<file path="src/rtl/idffc_pkg.sv">
package idffc_pkg;

	typedef enum logic [1:0] {
		ST_OK    = 2'd0,
		ST_SAT   = 2'd1,
		ST_UNDER = 2'd2,
		ST_OVER  = 2'd3
	} status_t;

	typedef enum logic {
		KIND_TO_DSP  = 1'b0,
		KIND_TO_IEEE = 1'b1
	} kind_t;

	typedef struct packed {
		logic        kind;
		logic [31:0] operand_in;
	} in_item_t;

	typedef struct packed {
		logic [31:0] operand_out;
		logic [1:0]  status;
	} out_item_t;

	localparam logic [31:0] DSP_ZERO   = 32'h8000_0000;
	localparam logic [22:0] FRAC_MASK  = 23'h7f_ffff;
	localparam logic [23:0] HIDDEN_BIT = 24'h80_0000;
	localparam logic [7:0]  ZERO_EXP   = 8'h80;

endpackage

</file>
<file path="src/rtl/idffc_convert.sv">
module idffc_convert (
	input  idffc_pkg::in_item_t  in_item,
	output idffc_pkg::out_item_t out_item
);
	import idffc_pkg::*;

	// Forward direction.
	logic        f_s;
	logic [7:0]  f_be;
	logic [22:0] f_m;
	logic [7:0]  f_e;
	logic [23:0] f_mag;
	logic [23:0] f_neg;
	logic [31:0] f_res;
	status_t     f_st;

	// Reverse direction.
	logic [7:0]  r_e;
	logic        r_s;
	logic [22:0] r_f;
	logic [24:0] r_mag;
	logic [8:0]  r_b;
	logic [23:0] r_q;
	logic [31:0] r_res;
	status_t     r_st;

	always_comb begin
		f_s   = in_item.operand_in[31];
		f_be  = in_item.operand_in[30:23];
		f_m   = in_item.operand_in[22:0];
		f_st  = ST_OK;
		f_res = DSP_ZERO;
		// Exponent byte is be - 127, i.e. be + 129 modulo 256.
		f_e   = f_be + 8'd129;
		f_mag = {1'b1, f_m};
		if (f_be == 8'd0) begin
			f_e   = 8'h81;
			f_mag = {f_m, 1'b0};
		end
		f_neg = 24'd0 - f_mag;
		if (f_be == 8'hff) begin
			f_st  = ST_SAT;
			f_res = f_s ? 32'h7F80_0000 : 32'h7F7F_FFFF;
		end else if (f_be == 8'd0 && f_m == 23'd0) begin
			f_res = DSP_ZERO;
		end else if (f_be == 8'd0 && !f_m[22]) begin
			f_st  = ST_UNDER;
			f_res = DSP_ZERO;
		end else if (!f_s) begin
			f_res = {f_e, 1'b0, f_mag[22:0]};
		end else if (f_mag == HIDDEN_BIT) begin
			// Lowering -127 reaches the zero exponent and flushes.
			if (f_e == 8'h81) begin
				f_st  = ST_UNDER;
				f_res = DSP_ZERO;
			end else begin
				f_res = {f_e - 8'd1, 1'b1, 23'd0};
			end
		end else begin
			f_res = {f_e, 1'b1, f_neg[22:0] & FRAC_MASK};
		end
	end

	always_comb begin
		r_e   = in_item.operand_in[31:24];
		r_s   = in_item.operand_in[23];
		r_f   = in_item.operand_in[22:0];
		r_st  = ST_OK;
		r_b   = {r_e[7], r_e} + 9'd127;
		r_mag = r_s ? (25'h100_0000 - {2'b00, r_f}) : {2'b01, r_f};
		if (r_mag[24]) begin
			r_mag = {1'b0, HIDDEN_BIT};
			r_b   = r_b + 9'd1;
		end
		r_q   = r_mag[24:1];
		if (r_mag[0] && r_q[0])
			r_q = r_q + 24'd1;
		if (r_e == ZERO_EXP) begin
			r_res = 32'd0;
		end else if (!r_b[8] && r_b == 9'd255) begin
			r_st  = ST_OVER;
			r_res = {r_s, 31'h7F80_0000};
		end else if (!r_b[8] && r_b != 9'd0) begin
			r_res = {r_s, r_b[7:0], r_mag[22:0]};
		end else begin
			r_res = {r_s, 7'd0, r_q};
		end
	end

	always_comb begin
		if (in_item.kind == KIND_TO_IEEE) begin
			out_item.operand_out = r_res;
			out_item.status      = r_st;
		end else begin
			out_item.operand_out = f_res;
			out_item.status      = f_st;
		end
	end

endmodule

</file>
<file path="src/rtl/ieee_dsp_float_format_convert_top.sv">
// IEEE single <-> DSP float word converter.
// Input channel in_valid/in_ready carries in_item: kind selects the direction
// (0 IEEE single to DSP word, 1 DSP word to IEEE single) and operand_in holds
// the source word. Output channel out_valid/out_ready carries out_item with
// the converted word and a status code (ok, saturated, underflow, overflow).
// Every beat in yields exactly one beat out, in order.
// An accepted beat is registered at the input, converted by a single level of
// combinational logic and captured in the output register, which presents it
// on out_valid/out_item until the receiver takes it.
// Throughput is one beat per cycle while out_ready stays high; both registers
// advance together whenever the output register is empty or being drained.
// When the receiver stalls, the output register holds its beat, the input
// register holds the next one, and in_ready drops until the stall clears.
// Reset clears both valid flags; no beat is pending afterwards.
module ieee_dsp_float_format_convert_top (
	input  logic                 clk,
	input  logic                 arst_n,
	input  logic                 in_valid,
	output logic                 in_ready,
	input  idffc_pkg::in_item_t  in_item,
	output logic                 out_valid,
	input  logic                 out_ready,
	output idffc_pkg::out_item_t out_item
);
	import idffc_pkg::*;

	in_item_t  item_s1;
	logic      valid_s1;
	out_item_t conv;
	out_item_t item_s2;
	logic      valid_s2;
	logic      adv;

	assign adv      = !valid_s2 || out_ready;
	assign in_ready = !valid_s1 || adv;

	idffc_convert u_convert (
		.in_item  (item_s1),
		.out_item (conv)
	);

	always_ff @(posedge clk or negedge arst_n) begin
		if (!arst_n) begin
			valid_s1 <= 1'b0;
			valid_s2 <= 1'b0;
		end else begin
			if (in_ready)
				valid_s1 <= in_valid;
			if (adv)
				valid_s2 <= valid_s1;
		end
	end

	always_ff @(posedge clk) begin
		if (in_ready && in_valid)
			item_s1 <= in_item;
		if (adv && valid_s1)
			item_s2 <= conv;
	end

	assign out_valid = valid_s2;
	assign out_item  = item_s2;

`ifndef ASSERT_OFF
	a_stall_hold: assert property (@(posedge clk) disable iff (!arst_n)
		valid_s2 && !out_ready |=> valid_s2 && $stable(item_s2))
		else $error("output beat changed while stalled");
	a_ready_full: assert property (@(posedge clk) disable iff (!arst_n)
		valid_s1 && valid_s2 && !out_ready |-> !in_ready)
		else $error("input accepted while pipeline full");
	a_zero_map: assert property (@(posedge clk) disable iff (!arst_n)
		valid_s1 && item_s1.kind == KIND_TO_IEEE && item_s1.operand_in[31:24] == ZERO_EXP
		|-> conv.operand_out == 32'd0 && conv.status == ST_OK)
		else $error("zero exponent not mapped to +0.0");
`endif

endmodule
</file>
<file path="config.mk">
export PLATFORM = sky130hd
export DESIGN_NAME = ieee_dsp_float_format_convert_top
export DESIGN_NICKNAME = d
export VERILOG_FILES = /design/src/rtl/idffc_pkg.sv /design/src/rtl/idffc_convert.sv /design/src/rtl/ieee_dsp_float_format_convert_top.sv
export SDC_FILE = /design/constraint.sdc
export NUM_CORES = 1
export LEC_CHECK = 0
export BUFFER_PORTS_ARGS = -buffer_cell sky130_fd_sc_hd__buf_2
export CORE_ASPECT_RATIO = 0.75
export CORE_MARGIN = 2
export CORE_UTILIZATION = 25
export CTS_BUF_LIST = sky130_fd_sc_hd__clkbuf_8
export CTS_CLUSTER_SIZE = 8
export DETAILED_ROUTE_END_ITERATION = 8
export PLACE_DENSITY = 0.5
export SLEW_MARGIN = 15
export SYNTH_ARGS = -nofsm -noshare
export SYNTH_HDL_FRONTEND = slang
export SYNTH_SLANG_ARGS = --single-unit
</file>
<file path="constraint.sdc">
create_clock -name clk -period 4.62 [get_ports clk]
set_clock_uncertainty 0.05 [all_clocks]
set_input_delay 0.693 -clock clk [delete_from_list [all_inputs] [get_ports clk]]
set_output_delay 0.693 -clock clk [all_outputs]
set_load 0.005 [all_outputs]
</file>
Yosys cells after proc, flatten, opt, wreduce, memory -nomap -nowiden
Index checks and enable logic that the tools add are counted.

operators by class
  add/sub/neg operators = 7
  multiply operators = 0
  divide/modulo/power cells = 0
  order comparisons = 0
  eq/ne operators = 5
  shift operators = 0
  multiplexer cells = 25
  bitwise gates (word level) = 0
  reductions and logical operators = 16

operators by type and width
  cell                    number
  $mux 32                 7
  $mux 24                 4
  $mux 31                 2
  $mux 34                 1
  $mux 25                 1
  $sub 25x23->25 const A  1
  $add 23x1->24 const B   1
  $eq 24x24->1 const B    1
  $eq 8x8->1 const B      3
  $logic_not 23->1        1
  $sub 1x23->23 const A   1
  $mux 2                  8
  $add 8x8->9 const B     1
  $add 9x1->9 const B     1
  $eq 9x8->1 const B      1
  $mux 9                  1
  $reduce_bool 9->1       1
  $add 8x8->8 const B     1
  $logic_not 8->1         1
  $mux 8                  1
  $sub 8x1->8 const B     1
  $logic_and 1x1->1       7
  $logic_not 1->1         4
  $logic_or 1x1->1        2

storage, ports and cells
  flip-flop bits (word level) = 69
  latch bits = 0
  bits in writable memories = 0
  ROM bits = 0
  input port bits = 37
  output and inout port bits = 36
  logic and storage cells = 59
  memories = 0

Logic depth before layout (Yosys ltp)
Gate-level depths: netlist (run 1).

  depth after elaboration = 10
  depth in mapped cells = 19
  depth with buffers taken out = 16

Modules after synthesis
From an unflattened synthesis (run 1), not the netlist that was laid out.

second synthesis, totals
  cell total of the unflattened synthesis = 815
  area total of the unflattened synthesis = 6764.0 um2

modules (own cells, without submodules)
  module                             times used  cells each  area each (um2)  sequential area each (um2)
  idffc_convert                      1           740         4648.2           0.0
  ieee_dsp_float_format_convert_top  1           75          2115.8           2062.0

Worst setup path before layout (run 1)
No wires, ideal clock.

  path kind = register to register
  from = reg item_s1[23] in the netlist's numbering
  to = reg item_s2, in the netlist out_item[29] (data pin)
  setup time = 0.195 ns
  data arrival time = 3.855 ns
  data required time = 4.375 ns
  path slack = 0.520 ns
  stages on the path, launching flop included = 19
  buffers on the path = 5
  clock period less this slack = 4.100 ns
  path through = edfxtp_1 -> buf_2 -> inv_1 -> clkbuf_1 -> ha_1 -> nand3_1 -> clkbuf_1 -> clkbuf_1 -> buf_1 -> nand2_1 -> ha_1 -> nand2_1 -> nor4b_1 -> nand4b_1 -> xnor2_1 -> nand2_1 -> xor2_1 -> or3b_2 -> o311ai_0

RTL lines
  what                      line                                     text
  start: declaration        ieee_dsp_float_format_convert_top.sv:27  in_item_t item_s1;
  start signal: assignment  ieee_dsp_float_format_convert_top.sv:56  item_s1 <= in_item;
  end signal: assignment    ieee_dsp_float_format_convert_top.sv:58  item_s2 <= conv;
  end: declaration          ieee_dsp_float_format_convert_top.sv:30  out_item_t item_s2;

==> impl_metrics.toml, run 1 <==
[route]
num_vias = 6839
wl_microns = 25700
ant_nets = 0
drtPass1Iterations = 5
drt_iter0_markers = 937
route.detailed.drc = 0
avgRoutedWirePerCell_microns = 20.8
viasPerCell = 5.54

[placement]
gp_congestion = 0.938
hpwlAfterDp_microns = 19700
dpl_cell_area_sq_mm = 0.00740
portBuffers = 72

[yosys]
synth-seq-cells = 69
synth_area_per_cell_sq_um = 7.94
yosysTopAreaCellShare_pct = 30.5
syn-num-nets = 876
synth-edff-count = 67
synth_area_leaders = "edfxtp_1 31%, nand2_1 6.0%, a21oi_1 5.1%"
synthDistinctLibCells = 88
synthTopCellsByCount = "105 x nand2_1, 70 x nor2_1, 67 x a21oi_1, 67 x edfxtp_1, 53 x o21ai_0"
ys_seq_area_share_pct = 31.3
synth_area_sq_mm = 0.00660
async_flop_share_pct = 2.90
yosysWarnings = 0
synth_top_cell_by_area = "edfxtp_1"
synthCells = 831
synth.most_common_cell = "nand2_1"
ys.flop_type = "edfxtp_1"

[critical_path]
required_ns = 4.69
critPathMaxStageDelay_ns = 0.81
reg2reg_from = "item_s1[1]"
crit_buf_inv = 1
path_max_fanout = 42
reg2reg_depth = 10
slowest_stage = "nor3b_1"
cp_data_arrival_time_ns = 4.40
r2r_slack_ns = 0.30
critPathTopFamily = "simple AND/OR/NAND/NOR gates"
crit_chain = "inv_1 > ha_1 > nor3b_2 > nand4_4 > o2bb2ai_1 > nor3b_1 > a41o_4 > nor2b_2 > o311ai_0 > o311ai_0"
cp-end-kind = "flop"
r2r-end = "out_item[24]"
crit_top_cell = "o311ai_0"
path_class = "reg -> reg"
start_kind = "flop"

[floorplan]
num_rows = 51
die_h_microns = 145
coreArea_sq_mm = 0.0260
io_pins = 73
dieWidth_microns = 192
start_util_pct = 25.4
die_area_sq_mm = 0.0277

[power_and_ir_drop]
peakVddDrop_mv = 0.158
p_per_area_mw_per_mm2 = 245
leakage_uw = 0.00270

[cts]
clock-sinks = 69
clk_pin_slew_ns = 0.08
cts_max_level = 3
cts.path.max_buffers = 2
cts-root-buf = "clkbuf_8"
clock_latency_ns = 0.40
cts_buffers = 9
cts_tree = "built"
post_cts_buffers = 0

[hold_path]
hp-start = "in_item[19]"
hold_depth = 1
min_path_type = "in -> reg"
holdPathEnd = "item_s1[19]"

[sta]
period_needed_ns = 4.32
fin_tns_setup_ns = 0
setup_violations = 0
tightestPinTransition_ns = 1.00
period_share_pct = 93.6
rsz0062_at_grt = "no"
relSlewSlack_pct = 33.1
slew_viol_final = 0
hold_viol = 0
fmax_ghz = 0.231

[layout]
area_growth_pct = 15.8
finalNetCount = 931
drive_gt1_share_pct = 18.6
diodes = 0
fin_util_pct = 29.4
multi_input_area_sq_mm = 0.00416
fill_cells = 2852
design_area_sq_mm = 0.00764
seq_area_sq_mm = 0.00206

[grt]
grt_pass1_vias = 6193
grt_pass1_wl_microns = 38800
grt_max_degree = 47
antenna_found_initial = 0
grt_usage_pct = 19.0
grt_overflow = 0

[flow_run]
drv_cap = 0

[run_status]
outcome = "finished, final reports clean"
routing by layer:
metal	part of all wire (%)	up-vias	global-route usage, %	routed length, microns
li1	-	3232	-	-
met5	0	-	0	0
met2	36	332	23.2	9320
met3	12	28	7.19	3160
met4	1.4	0	4.78	350
met1	50	3247	29.7	12900
registers in the layout, summed over array words and instances (netlist names):
register,cells
out_item,34
out_valid,1
valid_s1,1
item_s1,33
metrics by stage:
step	power, uW	setup WS [ns]	hold WS, ns	cells
after floorplan	1110	0.520	0.347	831
after global placement	1310	0.529	0.423	1218
final	1870	0.298	0.417	1235
after CTS	1890	0.235	0.389	1235
after global routing	1980	0.0144	0.396	1235
after detailed placement	1310	0.247	0.428	1218
cell usage in the layout, fill, tap and decap left out, drive strengths merged, types with 6 or more instances in the layout:
cell	netlist	layout
nor2	71	71
nand2b	9	9
and3	8	8
ha	8	8
edfxtp	67	67
buf	21	113
nor3	20	20
o31ai	8	8
a21oi	68	68
xnor2	38	38
xor2	15	15
a211oi	8	8
clkbuf	49	9
nor2b	6	6
nand2	105	105
mux2i	6	6
or4	8	8
a21o	7	7
o21ai	59	59
nand3	32	32
o211ai	6	6
nand4	13	13
o2111ai	6	6
and2	8	8
or3	11	11
inv	24	24
a31oi	14	14
nor4	17	17
o22ai	18	18
o311ai	9	9
or2	8	8
repair_timing:
item / 4_1_cts / 5_1_grt
resized for setup: 0 / 1
hold endpoints to repair: 2 / 0
endpoints found under the setup margin: 0 / 2
hold buffers: 1 / 0
worst register-to-register path, cell delays in order (launching register included):
cell	delay, ns
edfxtp_1	0.53
inv_1	0.14
ha_1	0.24
nor3b_2	0.46
nand4_4	0.31
o2bb2ai_1	0.22
nor3b_1	0.81
a41o_4	0.60
nor2b_2	0.34
o311ai_0	0.18
o311ai_0	0.19
cells by family after synthesis:
kind of cell	Yosys count	share of synthesized area (%)
XOR/XNOR	53	7.15
AND/OR/NAND/NOR	343	27.4
flip-flops	69	31.3
multiplexers	6	0.911
buffers and inverters	95	5.98
AO/OA/AOI/OAI	257	25.8
adder cells (fa/ha/maj)	8	1.52
worst max-delay path by stage:
stage,start,end,slack [ns],depth (start not counted)
finish,item_s1[1],out_item[24],0.30,10
global route,item_s1[1],out_item[24],0.01,11
CTS,item_s1[1],out_item[24],0.23,11
detailed placement,item_s1[1],out_item[24],0.25,11
global placement,item_s1[1],out_item[3],0.53,10
floorplan,item_s1[23],out_item[29],0.52,18
layout make-up:
class,count,share of cell area [%]
Clock buffer,9,1.62
Sequential cell,69,27.0
Tap cell,344,5.64
Timing Repair Buffer,114,8.88
Clock inverter,7,1.18
Multi-Input combinational cell,667,54.4
Inverter,25,1.23
where the power goes:
group	total [uW]	internal [uW]	leakage, uW	switching (uW)
sequential	805	754	0.000668	50.5
combinational	505	186	0.00193	319
clock	563	300	0.000107	262
total	1870	1240	0.00270	632
No activity file was read; power rests on OpenSTA's default activity.
==> inputs of run 2 (changes only) <==
==> constraint.sdc (replaced) <==
create_clock -name clk -period 4.62 [get_ports clk]
set_clock_uncertainty 0.05 [all_clocks]
set_input_delay 0.231 -clock clk [delete_from_list [all_inputs] [get_ports clk]]
set_output_delay 0.231 -clock clk [all_outputs]
set_load 0.005 [all_outputs]
==> impl_metrics.toml, run 2 (same netlist as run 1, synthesis figures left out) <==
[route]
avgRoutedWirePerCell_microns = 20.3
ant_nets = 0
num_vias = 6969
drt_iter0_markers = 969
drtPass1Iterations = 8
route.detailed.drc = 0
wl_microns = 25800
viasPerCell = 5.49

[critical_path]
slowest_stage = "nor3b_1"
critPathMaxStageDelay_ns = 0.79
path_class = "reg -> reg"
reg2reg_depth = 10
crit_buf_inv = 1
reg2reg_from = "item_s1[1]"
r2r_slack_ns = 0.32
required_ns = 4.69
cp_data_arrival_time_ns = 4.37
start_kind = "flop"
crit_top_cell = "o311ai_0"
path_max_fanout = 42
critPathTopFamily = "simple AND/OR/NAND/NOR gates"
crit_chain = "inv_1 > ha_1 > nor3b_2 > nand4_4 > o2bb2ai_1 > nor3b_1 > a41o_4 > nor2b_2 > o311ai_0 > o311ai_0"
r2r-end = "out_item[24]"
cp-end-kind = "flop"

[layout]
finalNetCount = 965
finish.cell_count_without_fillers = 1269
fill_cells = 2841
area_growth_pct = 20.9
drive_gt1_share_pct = 17.9
layout_common_cells = "105 x nand2_1, 72 x buf_2, 69 x nor2_1, 67 x a21oi_1, 67 x edfxtp_1"
final_common_cell = "nand2_1"
diodes = 0
largest_register_ffs = 34
design_area_sq_mm = 0.00798

[cts]
cts-root-buf = "clkbuf_8"
post_cts_buffers = 0
cts.path.max_buffers = 2
clk_pin_slew_ns = 0.08
clock_latency_ns = 0.40
cts_max_level = 3
cts_buffers = 9
cts_tree = "built"
clock-sinks = 69

[sta]
setup_violations = 0
slew_viol_final = 0
relSlewSlack_pct = 32.1
period_share_pct = 93.1
rsz0062_at_grt = "no"
period_needed_ns = 4.30
fmax_ghz = 0.233
hold_viol = 0
fin_ws_ns = 0.320
tightestPinTransition_ns = 1.01
fin_tns_setup_ns = 0

[placement]
dpl_cell_area_sq_mm = 0.00740
gp_congestion = 0.938
dp.cells = 1218
portBuffers = 72
hpwlAfterDp_microns = 19700
dp_slack_ns = 0.247

[floorplan]
num_rows = 51
dieWidth_microns = 192
start_util_pct = 25.4
die_area_sq_mm = 0.0277
io_pins = 73
die_h_microns = 145
coreArea_sq_mm = 0.0260

[power_and_ir_drop]
leakage_uw = 0.00284
p_per_area_mw_per_mm2 = 237
peakVddDrop_mv = 0.161

[hold_path]
hold_depth = 3
holdPathEnd = "out_valid"
min_path_type = "in -> reg"
hp-start = "out_ready"

[grt]
antenna_found_initial = 0
grt_max_degree = 47
grt_pass1_wl_microns = 39000
grt_usage_pct = 19.1
grt_overflow = 0
grt_pass1_vias = 6283

[flow_run]
drv_cap = 0

[run_status]
outcome = "finished, final reports clean"
run 2: metrics by stage:
stage                     hold slack, ns  utilization, %  total power (uW)
after floorplan                   -0.115               -              1110
after global placement           -0.0332            28.5              1310
after detailed placement         -0.0336            28.5              1310
after CTS                         0.0392            30.7              1910
after global routing              0.0872            30.7              2000
final                             0.0644            30.7              1890
run 2: power breakdown:
group | internal, uW | total [uW] | leakage (uW) | switching, uW
Sequential | 754 | 804 | 0.000668 | 50.4
Clock | 300 | 561 | 0.000107 | 260
Combinational | 204 | 527 | 0.00207 | 323
run 2: worst max-delay path by stage:
stage,startpoint,endpoint,cells past startpoint
finish,item_s1[1],out_item[24],10
global route,item_s1[1],out_item[24],11
CTS,item_s1[1],out_item[24],11
detailed placement,item_s1[1],out_item[24],11
global placement,item_s1[1],out_item[3],10
floorplan,item_s1[23],out_item[29],18
run 2: area by class of cell:
cell class	count	area [sq um]	share of cell area, %
inverters	25	93.8	1.18
flip-flops and latches	69	2060	25.9
repair buffers	148	1020	12.8
clock inverters	7	90.1	1.13
well taps	344	430	5.40
multi-input cells	667	4160	52.1
clock buffers	9	124	1.55
run 2: metal layers:
metal	up-vias	global-route usage [%]	part of all wire, %
met1	3323	29.8	50
met4	0	4.78	1.3
met2	327	23.5	36
li1	3298	-	-
met5	-	0	0
met3	21	7.07	12
run 2: what timing repair did:
item                                    CTS  global route
resized for setup                         0             1
endpoints found under the setup margin    0             2
hold buffers                             35             0
endpoints found under the hold margin    36             0
run 2: tightest hold or removal path, cell delays in order:
cell	delay, ns
buf_2	0.08
nand2b_1	0.10
nand2b_1	0.06
==> inputs of run 3 (changes only) <==
Clock period 4.62 ns to 4.6 ns, I/O delays scaled along.
==> impl_metrics.toml, run 3 (same netlist as run 1, synthesis figures left out) <==
[sta]
setup_violations = 0
tightestPinTransition_ns = 0.951
hold_viol = 0
period_needed_ns = 4.17
fin_ws_ns = 0.434
fmax_ghz = 0.240
period_share_pct = 90.6
fin_tns_setup_ns = 0
rsz0062_at_grt = "no"
relSlewSlack_pct = 36.1
slew_viol_final = 0

[layout]
diodes = 0
largest_register_ffs = 34
seq_area_sq_mm = 0.00206
finalNetCount = 963
drive_gt1_share_pct = 17.6
multi_input_area_sq_mm = 0.00415
layout_common_cells = "105 x nand2_1, 72 x buf_2, 70 x nor2_1, 67 x a21oi_1, 67 x edfxtp_1"
final_common_cell = "nand2_1"
area_growth_pct = 20.0
finish.cell_count_without_fillers = 1266
fill_cells = 2807

[power_and_ir_drop]
p_total_uw = 1830
power_frac_comb_pct = 28.7
power_frac_clock_pct = 27.6
p_per_area_mw_per_mm2 = 232
seqPwrFrac_pct = 43.7
peakVddDrop_mv = 0.144
p_int_uw = 1200
switchingPower_uw = 633
sw_frac_of_total_pct = 34.5
leakage_uw = 0.00282

[route]
met2_length_microns = 9080
drt-met1-wl_microns = 13000
viasPerCell = 5.47
wl_microns = 25300
drtPass1Iterations = 5
top_layer = "met4"
route.detailed.drc = 0
met3_wirelength_microns = 2950
avgRoutedWirePerCell_microns = 20.0
ant_nets = 0
num_vias = 6928
drt_iter0_markers = 715

[critical_path]
r2r_slack_ns = 0.43
path_max_fanout = 14
slowest_stage = "edfxtp_1"
start_kind = "flop"
cp_data_arrival_time_ns = 4.26
crit_top_cell = "a211o_1"
required_ns = 4.70
critPathTopFamily = "compound AO/OA/AOI/OAI gates"
reg2reg_from = "item_s1[25]"
cp-end-kind = "flop"
reg2reg_depth = 11
critPathMaxStageDelay_ns = 0.63
crit_chain = "inv_1 > ha_1 > xnor2_1 > and2_1 > o2111ai_1 > a211o_1 > or3b_1 > o31ai_4 > buf_4 > a21oi_1 > a211o_1"
r2r-end = "out_item[12]"
crit_buf_inv = 2
path_class = "reg -> reg"

[placement]
gp_congestion = 0.947
portBuffers = 72
hpwlAfterDp_microns = 19200
dp_slack_ns = 0.485
dp.cells = 1217

[grt]
antenna_found_initial = 0
grt_overflow = 0
grt_pass1_wl_microns = 38200
grt_usage_pct = 18.6
grt_max_degree = 47
grt_pass1_vias = 6131

[hold_path]
holdPathEnd = "item_s1[0]"
hold_depth = 1
min_path_type = "in -> reg"
hp-start = "in_item[0]"

[cts]
cts_tree = "built"
clock_latency_ns = 0.39
cts_max_level = 3
cts_buffers = 9
postCtsResizedCells = 0
clock-sinks = 69
clk_pin_slew_ns = 0.08
cts-root-buf = "clkbuf_8"
cts.path.max_buffers = 2

[flow_run]
drv_cap = 0

[floorplan]
io_pins = 73
num_rows = 51
dieWidth_microns = 192
start_util_pct = 25.4
die_area_sq_mm = 0.0277
die_h_microns = 145
coreArea_sq_mm = 0.0260

[run_status]
outcome = "finished, final reports clean"
==> run 3: cell count changes in the layout (fill, tap and decap cells not counted), sizes merged <==
cell,before,now
bufinv,2,1
buf,113,112
dlygate4sd3,35,34
==> run 3: timing repair <==
action | in CTS | in global routing
hold buffers | 34 | 0
buffers inserted | 0 | 0
hold endpoints to repair | 35 | 0
==> run 3: metrics by stage <==
step	cell area (sq um)	hold slack, ns	utilization [%]
after floorplan	6600	-0.116	-
after global placement	7390	-0.0328	28.5
after detailed placement	7390	-0.0323	28.5
after CTS	7910	0.00121	30.5
after global routing	7910	0.00806	30.5
final	7910	0.0345	30.5
==> run 3: how the worst max path moves through the flow <==
stage                start      endpoint  slack [ns]  cells after the start
2_1_floorplan  item_s1[23]  out_item[29]        0.50                     18
3_3_place_gp   item_s1[25]  out_item[12]        0.55                     11
3_5_place_dp   item_s1[25]  out_item[12]        0.49                     11
4_1_cts        item_s1[25]  out_item[12]        0.48                     11
5_1_grt        item_s1[25]  out_item[12]         0.1                     11
6_report       item_s1[25]  out_item[12]        0.43                     11
==> run 3: layout make-up <==
type                    instances  area share (%)
flip-flops and latches         69            26.1
multi-input cells             667            52.4
repair buffers                146            12.7
well taps                     344            5.44
clock buffers                   9            1.57
inverters                      25            1.19
clock inverters                 6           0.696
==> run 3: metal layers <==
layer  up-vias  track usage [%]
met5         -                0
met4         0             4.05
li1       3295                -
met2       343             22.6
met1      3268             29.5
met3        22             6.80
==> run 3: power by group through the flow <==
stage          Sequential (uW)  Clock [uW]  Combinational [uW]
2_1_floorplan              795           0                 325
3_3_place_gp               817           0                 490
3_5_place_dp               817           0                 490
4_1_cts                    803         524                 514
5_1_grt                    810         553                 573
6_report                   802         506                 526
